## config.mk

```make
export PLATFORM = sky130hd
export DESIGN_NAME = chs_ram
export DESIGN_NICKNAME = d
export VERILOG_FILES = /design/src/rtl/chained_hash_set_unit_defines.svh /design/src/rtl/chs_ram.sv
export SDC_FILE = /design/constraint.sdc
export NUM_CORES = 1
export LEC_CHECK = 0
export ABC_AREA = 1
export BUFFER_PORTS_ARGS = -buffer_cell sky130_fd_sc_hd__buf_4
export CAP_MARGIN = 15
export CELL_PAD_IN_SITES_DETAIL_PLACEMENT = 1
export CELL_PAD_IN_SITES_GLOBAL_PLACEMENT = 2
export CORE_UTILIZATION = 37
export DETAILED_ROUTE_END_ITERATION = 6
export GPL_ROUTABILITY_DRIVEN = 0
export PLACE_DENSITY_LB_ADDON = 0.1
export SLEW_MARGIN = 20
export SYNTH_ARGS = -nofsm -noshare
export SYNTH_HDL_FRONTEND = slang
export SYNTH_SLANG_ARGS = --single-unit
```

## constraint.sdc

```tcl
create_clock -name aclk -period 0.93 [get_ports aclk]
set_input_delay 0.0465 -clock aclk [delete_from_list [all_inputs] [get_ports aclk]]
set_output_delay 0.0465 -clock aclk [all_outputs]
set_load 0.02 [all_outputs]
```

## src/rtl/chained_hash_set_unit_defines.svh

```systemverilog
// assertion helpers used by chained_hash_set_unit
`ifndef CHAINED_HASH_SET_UNIT_DEFINES_SVH
`define CHAINED_HASH_SET_UNIT_DEFINES_SVH

// same-cycle implication, clocked on aclk, off during reset
`define CHS_ASSERT_IMPL(name, ante, cons) \
    name: assert property (@(posedge aclk) disable iff (!aresetn) (ante) |-> (cons)) \
        else $error("chs assertion failed");

// next-cycle implication
`define CHS_ASSERT_NEXT(name, ante, cons) \
    name: assert property (@(posedge aclk) disable iff (!aresetn) (ante) |=> (cons)) \
        else $error("chs assertion failed");

`endif

```

## src/rtl/chs_ram.sv

```systemverilog
module chs_ram #(
    parameter int WIDTH = 8,
    parameter int DEPTH = 16
) (
    input  logic                                  aclk,
    input  logic                                  we,
    input  logic [(DEPTH > 1 ? $clog2(DEPTH) : 1)-1:0] waddr,
    input  logic [WIDTH-1:0]                      wdata,
    input  logic                                  re,
    input  logic [(DEPTH > 1 ? $clog2(DEPTH) : 1)-1:0] raddr,
    output logic [WIDTH-1:0]                      rdata
);

    logic [WIDTH-1:0] mem [DEPTH];

    always_ff @(posedge aclk) begin
        if (we) begin
            mem[waddr] <= wdata;
        end
        if (re) begin
            rdata <= mem[raddr];
        end
    end

endmodule

```

==> results of run 1 <==
==> worst max path at each step <==
stage / end / depth (start not counted) / start / slack, ns
floorplan: mem[11][0] / 2 / waddr[2] / -0.07
global placement: rdata[4] / 8 / raddr[0] / -0.32
detailed placement: rdata[1] / 8 / raddr[0] / -0.34
CTS: rdata[1] / 6 / mem[3][1] / -0.16
global route: rdata[1] / 6 / mem[7][1] / -0.22
finish: rdata[1] / 6 / mem[2][1] / -0.16
==> metrics by stage <==
| step | hold slack [ns] | setup TNS (ns) | area, um^2 | worst slack [ns] |
|---|---|---|---|---|
| final | 0.00474 | -1.96 | 7470 | -0.158 |
| after global routing | 0.000978 | -2.73 | 7470 | -0.221 |
| after CTS | 0.00395 | -2.11 | 7390 | -0.161 |
| after detailed placement | 0.367 | -15.59 | 6550 | -0.339 |
| after global placement | 0.376 | -13.70 | 6550 | -0.318 |
| after floorplan | 0.145 | -5.77 | 5860 | -0.0673 |
==> what timing repair did <==
action / in CTS / in global routing
endpoints found under the hold margin: 26 / 0
hold buffers: 3 / 0
buffers inserted: 0 / 0
endpoints found under the setup margin: 16 / 16
gates resized for setup: 48 / 18
pin swaps: 15 / 10
==> per-layer routing <==
layer	track usage (%)	share of wire [%]
met5	0	0
met4	6.64	1.1
met2	36.8	50
met1	28.5	45
met3	4.26	3.8
==> power breakdown <==
part	switching [mW]	total (mW)	leakage, nW	internal [mW]
Sequential	0.0509	6.96	1.24	6.91
Combinational	0.749	1.17	1.66	0.421
Clock	2.43	6.84	0.292	4.41
Total	3.23	15.0	3.19	11.7
==> cell families (layout without fill, tap and decap cells) <==
family / after synthesis / after routing / synth area share (%)
AND/OR/NAND/NOR: 289 / 289 / 20.8
flip-flops: 136 / 136 / 69.8
buffers and inverters: 126 / 194 / 9.39
==> critical path, stage by stage, from the launching register on <==
cell      delay (ns)
edfxtp_1        0.37
nand2_1         0.09
nand2_2         0.07
nand2_4         0.08
nand3_2         0.07
nand3_2         0.09
nand2_1         0.07
==> layout make-up <==
| cell class | count | area share, % |
|---|---|---|
| inverters | 102 | 5.12 |
| well taps | 211 | 3.53 |
| clock inverters | 13 | 2.13 |
| flip-flops and latches | 136 | 54.6 |
| clock buffers | 19 | 5.79 |
| multi-input cells | 289 | 20.1 |
| repair buffers | 60 | 8.70 |
==> layout by cell type (no fill, tap or decap) <==
cell type      Yosys  routed
nand2_2            0       3
buf_6              6       8
nand2_1          173     169
nand3_1           97      45
nor2_1            17      12
buf_12             0      13
inv_1            100      99
nand3_2            0      52
clkbuf_16          0      17
edfxtp_1         136     136
clkbuf_1           0       2
nand3b_1           2       2
buf_4              4      36
nand2_4            0       1
clkinv_1           0       5
dlygate4sd3_1      0       3
bufinv_16          0       4
clkinv_2           0       4
nor2_2             0       5
inv_2              2       3
==> sequential cells by signal, summed over array words and instances (netlist names) <==
signal,flops
mem,128
rdata,8
==> impl_metrics.tcl, run 1 <==
set metrics [dict create \
    grt_pass1_vias 4196 \
    drc 0 \
    clockRootBuffer "clkbuf_16" \
    syn-cell-area_um2 5850 \
    outcome "complete, but fails checks" \
    worstHoldPathCells 1 \
    synth_nets 570 \
    htree_levels 4 \
    synthToLayoutAreaGrowth_pct 27.8 \
    multiInputGateArea_um2 1500 \
    end_kind "flip-flop" \
    ff_latch_area_um2 4080 \
    clock_skew_ns 0.00517 \
    powerDensity_nw_per_um2 2000 \
    hpwl_mm 10.6 \
    numClockSinks 136 \
    drive_above_1_share_pct 23.6 \
    synthCells 551 \
    wl_per_cell_um 19.5 \
    netlist.area_leader.share_pct 69.8 \
    n_antenna_cell 0 \
    reg2reg_slack_ns -0.16 \
    dp.cells 795 \
    worstMarginPinSlew_ns 0.386 \
    layoutNonFillerInstCount 830 \
    synth.ff_latch_count 136 \
    seq_area_frac_synth_pct 69.8 \
    fp.dieW_um 128 \
    synth_largest_area_cell "edfxtp_1" \
    ys.flop_type "edfxtp_1" \
    vias 3957 \
    viasPerCell 4.77 \
    crit_fanout 1 \
    numPortBuffers 26 \
    ant_nets 0 \
    final_hold_viol_count 0 \
    initialDrtViolationCount 193 \
    synth_edf_count 136 \
    synthDistinctLibCells 11 \
    final_util_pct 48.8 \
    min_delay_worst_endpoint "mem[3][3]" \
    grtUsageTotal_pct 21.8 \
    wl_mm 16.2 \
    n_fill_cell 1638 \
    ff2ff_path_depth 6 \
    grt_pass1_wl_mm 24.9 \
    synth.most_common_cell "nand2_1" \
    cts_buffers 17 \
    dieArea_um2 16300 \
    rsz0062_at_grt "yes" \
    avgSynthCellArea_um2 10.6 \
    maxCapViolCount 0 \
    postLayoutSetupSlackWorst_ns -0.158 \
    rows 45 \
    first_pass_iters 4 \
    async_reset_ff_share_pct 0 \
    ys_warn_count 0 \
    overflow 0 \
    crit_type "reg2reg" \
    rr_startpoint "mem[2][1]" \
    core_region_area_um2 15300 \
    clock_path_buffers 2 \
    ioPinCount 27 \
    start_kind "flip-flop" \
    critPathArrivalTime_ns 1.26 \
    grt_max_degree 51 \
    post-route-period-util_pct 117 \
    final_nets 625 \
    fmax_mhz 919 \
    setup_viol 16 \
    ys_top_cells_by_area "edfxtp_1, nand2_1, nand3_1" \
    clk_pin_slew_ns 0.06 \
    rr_endpoint "rdata[1]" \
    peakVddDrop_mv 1.29 \
    min_period_ns 1.09 \
    clk-insertion-delay-late_ns 0.42 \
    start_util_pct 38.2 \
    yosys-top-cells-count "nand2_1, edfxtp_1, inv_1, nand3_1, nor2_1" \
    maxSlewViolCount 0 \
    hold_path_class "in2reg" \
    slew_headroom_pct 74.2 \
    critPathRequiredTime_ns 1.10 \
    antenna_found_initial 0 \
    die_h_um 128 \
    violations "setup timing" \
    hp-start "wdata[3]" \
    cts_tree "yes" \
    leakage_nw 3.19 \
    fin_total_pwr_mw 15.0 \
]
(Power assumes the default switching activity.)
==> run 2, diff against run 1 <==
--- a/config.mk
+++ b/config.mk
@@ -18,3 +18,4 @@
 export SYNTH_ARGS = -nofsm -noshare
 export SYNTH_HDL_FRONTEND = slang
 export SYNTH_SLANG_ARGS = --single-unit
+export TNS_END_PERCENT = 10
==> run 2 against run 1 <==
  * Routed wire length grew 0.29%
  * Cell count grew 2.0%
  * Sequential cell count did not move
  * Core utilization down 0.21 points
  * Maximum frequency shrank 0.94%
  * Global-route usage about the same
  * Register-to-register slack about the same
  * The run still ends with setup timing left
  * Clock skew up 0.0023 ns
  * Sequential share of layout area grew 0.24 points
  * Critical path type is now reg2out
  * Sequential power about the same
==> impl_metrics.tcl, run 2 (synthesized netlist as in run 1, its figures left out) <==
set metrics [dict create \
    maxSlewViolCount 0 \
    whs_ns 0.111 \
    cts_tree "yes" \
    ant_nets 0 \
    clk-insertion-delay-late_ns 0.43 \
    ioPinCount 27 \
    min_period_ns 1.10 \
    dieArea_um2 16300 \
    clockRootBuffer "clkbuf_16" \
    overflow 0 \
    wl_mm 16.2 \
    first_pass_iters 4 \
    final_common_cell "nand2_1" \
    n_fill_cell 1701 \
    leakage_nw 3.21 \
    slew_headroom_pct 71.0 \
    wl_per_cell_um 19.2 \
    crit_end "rdata[1]" \
    grtUsageTotal_pct 21.8 \
    drive_above_1_share_pct 19.8 \
    reg2reg_slack_ns -0.17 \
    drc 0 \
    cp_cell_sequence "buf_6" \
    clock_skew_ns 0.00751 \
    dp.cells 806 \
    vias 4001 \
    cts_buffers 17 \
    antenna_found_initial 0 \
    n_antenna_cell 0 \
    final_util_pct 48.6 \
    rr_startpoint "mem[6][3]" \
    rr_endpoint "rdata[3]" \
    viasPerCell 4.72 \
    largest_registers "mem (128), rdata (8)" \
    violations "setup timing" \
    final_hold_viol_count 0 \
    top_register "mem" \
    hpwl_mm 10.8 \
    grt_pass1_vias 4266 \
    clock_path_buffers 2 \
    cp-startpoint "rdata[1]" \
    worstMarginPinSlew_ns 0.434 \
    gr-max-usage-layer "met2" \
    largest_reg_flops 128 \
    crit_fanout 1 \
    grtUsageMet1_pct 28.3 \
    postLayoutSetupSlackWorst_ns -0.168 \
    start_kind "flip-flop" \
    crit_path_max_incr_delay_ns 0.46 \
    use_met2_pct 36.0 \
    initialDrtViolationCount 244 \
    critPathArrivalTime_ns 1.05 \
    outcome "complete, but fails checks" \
    post-cts-setup-buffers 0 \
    final_cell_mix "nand2_1, edfxtp_1, inv_1" \
    numClockSinks 136 \
    core_region_area_um2 15300 \
    post-route-period-util_pct 118 \
    fp.dieW_um 128 \
    grt_max_degree 40 \
    numPortBuffers 26 \
    start_util_pct 38.2 \
    clk_pin_slew_ns 0.06 \
    ff2ff_path_depth 6 \
    crit_type "reg2out" \
    grt.met3_usage_pct 3.59 \
    hold_path_class "in2reg" \
    layoutNonFillerInstCount 847 \
    path_buf_inv 1 \
    synthToLayoutAreaGrowth_pct 27.3 \
    rows 45 \
    peakVddDrop_mv 1.21 \
    powerDensity_nw_per_um2 2060 \
    setup_viol 16 \
    fmax_mhz 910 \
    final_nets 642 \
    die_h_um 128 \
    cp_num_cells 1 \
    htree_levels 4 \
    grt_pass1_wl_mm 24.9 \
    crit_slowest_cell "edfxtp_1" \
    critPathRequiredTime_ns 0.88 \
    end_kind "output port" \
    maxCapViolCount 0 \
    rsz0062_at_grt "yes" \
    cp_top_family "flip-flops" \
]
-- run 2: worst min path at each step --
stage	startpoint	endpoint	depth (start not counted)
2_1_floorplan	wdata[0]	mem[0][0]	0
3_3_place_gp	wdata[1]	mem[9][1]	1
3_5_place_dp	wdata[1]	mem[13][1]	1
4_1_cts	raddr[3]	rdata[5]	4
5_1_grt	raddr[3]	rdata[2]	4
6_report	raddr[3]	rdata[5]	4
-- run 2: layout make-up --
cell class	count	area [um^2]	area share, %
multi-input cells	289	1350	18.1
repair buffers	77	731	9.82
flip-flops and latches	136	4080	54.9
well taps	211	264	3.55
inverters	102	383	5.14
clock buffers	19	433	5.82
clock inverters	13	201	2.71
-- run 2: power by group --
group / total [mW] / internal [mW] / switching [mW]
clock: 7.25 / 4.74 / 2.52
sequential: 6.96 / 6.91 / 0.0499
combinational: 1.15 / 0.437 / 0.709
-- run 2: worst register-to-register path: cells and delay by family, from the launching register on --
family / cells / cell delay (ns)
buffers and inverters: 1 / 0.06
and+or+nand+nor: 5 / 0.41
DFF: 1 / 0.37
-- run 2: metal layers --
| layer | up-vias | share of wire (%) | routed length [um] |
|---|---|---|---|
| met5 | - | 0 | 0 |
| met4 | 0 | 2.1 | 335 |
| met3 | 22 | 3.4 | 558 |
| met2 | 80 | 49 | 7880 |
| met1 | 1968 | 46 | 7460 |
| li1 | 1931 | - | - |
-- run 2: timing repair --
item,in CTS,in global routing
pin swaps,13,11
endpoints found under the setup margin,16,16
hold endpoints to repair,131,0
resized for setup,21,14
hold buffers,9,0
-- run 2: metrics by stage --
| step | TNS (ns) | setup slack (ns) | power, mW | cell area, um^2 |
|---|---|---|---|---|
| 3_5_place_dp | -13.79 | -0.396 | 8.15 | 6560 |
| 5_1_grt | -2.67 | -0.226 | 15.8 | 7440 |
| 6_report | -1.94 | -0.168 | 15.4 | 7440 |
| 4_1_cts | -2.29 | -0.217 | 15.5 | 7370 |
| 3_3_place_gp | -11.35 | -0.373 | 8.13 | 6560 |
| 2_1_floorplan | -5.81 | -0.0673 | 7.59 | 5850 |
==> run 3, diff against run 2 <==
--- a/config.mk
+++ b/config.mk
@@ -14,6 +14,7 @@
 export DETAILED_ROUTE_END_ITERATION = 6
 export GPL_ROUTABILITY_DRIVEN = 0
 export PLACE_DENSITY_LB_ADDON = 0.1
+export REMOVE_ABC_BUFFERS = 1
 export SLEW_MARGIN = 20
 export SYNTH_ARGS = -nofsm -noshare
 export SYNTH_HDL_FRONTEND = slang
==> run 3 against run 2 <==
  * The flow still finishes with violations (setup timing)
  * Count of clock-buffer cells in the layout did not move
  * Routed wire length decreased by 1.1%
  * Global-route usage shrank 0.15 points
  * Worst setup slack gained 0.0083 ns
  * Sequential share of layout area fell by 0.30 points
  * Via count grew 0.15%
  * Combinational power up 5%
  * Core utilization is 0.27 points higher
  * Clock skew up 0.0022 ns
  * Total power fell by 5.7%
  * Largest power group is now registers
==> impl_metrics.tcl, run 3 (synthesized netlist as in run 1, its figures left out) <==
set metrics [dict create \
    whs_ns 0.00844 \
    setup_viol 16 \
    grt_pass1_wl_mm 24.8 \
    cts_buffers 17 \
    antenna_found_initial 0 \
    leakage_nw 3.21 \
    p_clk_share_pct 43.6 \
    wl_per_cell_um 19.0 \
    outcome "complete, but fails checks" \
    grtUsageTotal_pct 21.6 \
    n_antenna_cell 0 \
    fmax_mhz 917 \
    largest_reg_flops 128 \
    largest_registers "mem (128), rdata (8)" \
    grt_max_degree 47 \
    ioPinCount 27 \
    start_util_pct 38.2 \
    postLayoutSetupSlackWorst_ns -0.160 \
    rows 45 \
    hpwl_mm 10.3 \
    crit_fanout 1 \
    peakVddDrop_mv 1.10 \
    pwr-share-comb_pct 8.4 \
    powerDensity_nw_per_um2 1930 \
    clockRootBuffer "clkbuf_16" \
    drc 0 \
    ant_nets 0 \
    maxSlewViolCount 0 \
    first_pass_iters 5 \
    fp.dieW_um 128 \
    maxCapViolCount 0 \
    final_hold_viol_count 0 \
    min_period_ns 1.09 \
    wl_mm 16.1 \
    worstMarginPinSlew_ns 0.390 \
    clock_path_buffers 2 \
    final_cell_mix "nand2_1, edfxtp_1, inv_1" \
    switching_power_mw 3.25 \
    clk-insertion-delay-late_ns 0.43 \
    clk_pin_slew_ns 0.06 \
    top_register "mem" \
    dp.cells 805 \
    overflow 0 \
    final_util_pct 48.9 \
    hold_path_class "in2reg" \
    layoutNonFillerInstCount 844 \
    grt_pass1_vias 4231 \
    rsz0062_at_grt "yes" \
    final_common_cell "nand2_1" \
    internal_power_mw 11.2 \
    post-cts-setup-buffers 0 \
    numClockSinks 136 \
    violations "setup timing" \
    synthToLayoutAreaGrowth_pct 28.0 \
    clock_skew_ns 0.00974 \
    cts_tree "yes" \
    crit_type "reg2reg" \
    vias 4007 \
    numPortBuffers 26 \
    die_h_um 128 \
    start_kind "flip-flop" \
    viasPerCell 4.75 \
    drive_above_1_share_pct 24.3 \
    p_sw_share_pct 22.5 \
    end_kind "flip-flop" \
    critPathArrivalTime_ns 1.27 \
    final_nets 640 \
    htree_levels 4 \
    dieArea_um2 16300 \
    slew_headroom_pct 74.0 \
    initialDrtViolationCount 227 \
    post-route-period-util_pct 117 \
    core_region_area_um2 15300 \
    power_frac_seq_pct 48.1 \
    critPathRequiredTime_ns 1.11 \
]
run 3: cell count changes in the layout (fill, tap and decap cells not counted), moves of 2 or more:
cell / previous run / this run
inv_2: 2 / 4
clkinv_1: 1 / 4
nand2_2: 1 / 6
bufinv_16: 5 / 2
nand2_1: 172 / 167
inv_1: 100 / 98
nand3_1: 71 / 45
nand3_2: 26 / 51
run 3: power groups by stage:
stage | registers [mW] | clock network, mW | logic (mW)
2_1_floorplan | 7.10 | 0 | 0.370
3_3_place_gp | 7.07 | 0 | 1.06
3_5_place_dp | 7.08 | 0 | 1.08
4_1_cts | 6.96 | 6.41 | 1.20
5_1_grt | 6.97 | 6.64 | 1.32
6_report | 6.96 | 6.31 | 1.21
run 3: area by class of cell:
cell class / instances / area (um^2)
repair buffers: 75 / 713
multi-input cells: 289 / 1500
clock buffers: 19 / 433
well taps: 211 / 264
clock inverters: 12 / 110
fillers: 1669 / 7830
inverters: 102 / 383
flip-flops and latches: 136 / 4080
run 3: timing repair:
action                                  CTS  global route
gates resized for setup                  48            21
hold buffers                              8             0
pin swaps                                15            16
hold endpoints to repair                 91             0
endpoints found under the setup margin   16            16
run 3: final timing paths:
check	depth (start not counted)	end	slack [ns]	startpoint
hold / removal	1	mem[11][1]	0.008	wdata[1]
hold reg to reg	6	rdata[4]	0.74	mem[2][4]
setup / recovery	6	rdata[2]	-0.16	mem[9][2]
setup reg to reg	6	rdata[2]	-0.16	mem[9][2]
run 3: routing by layer:
layer,wire (um),part of all wire [%],track usage [%],vias up
li1,-,-,-,1919
met1,7410,46,28.8,1984
met2,7800,49,35.0,85
met3,601,3.7,4.26,19
met4,251,1.6,8.37,0
met5,0,0,0,-
run 3: worst max-delay path, stage by stage, from the launching register on:
cell	delay (ns)
edfxtp_1	0.37
inv_1	0.06
nand2_1	0.05
nand3_1	0.10
nand3_2	0.10
nand3_2	0.12
nand2_1	0.06
run 3: stage by stage:
| stage | area (um^2) | setup TNS, ns | worst slack, ns | total power, mW |
|---|---|---|---|---|
| final | 7480 | -1.92 | -0.160 | 14.5 |
| after global routing | 7480 | -2.65 | -0.209 | 14.9 |
| after global placement | 6550 | -15.06 | -0.449 | 8.14 |
| after floorplan | 5680 | -7.65 | -0.237 | 7.47 |
| after detailed placement | 6550 | -18.29 | -0.469 | 8.16 |
| after CTS | 7400 | -2.20 | -0.187 | 14.6 |
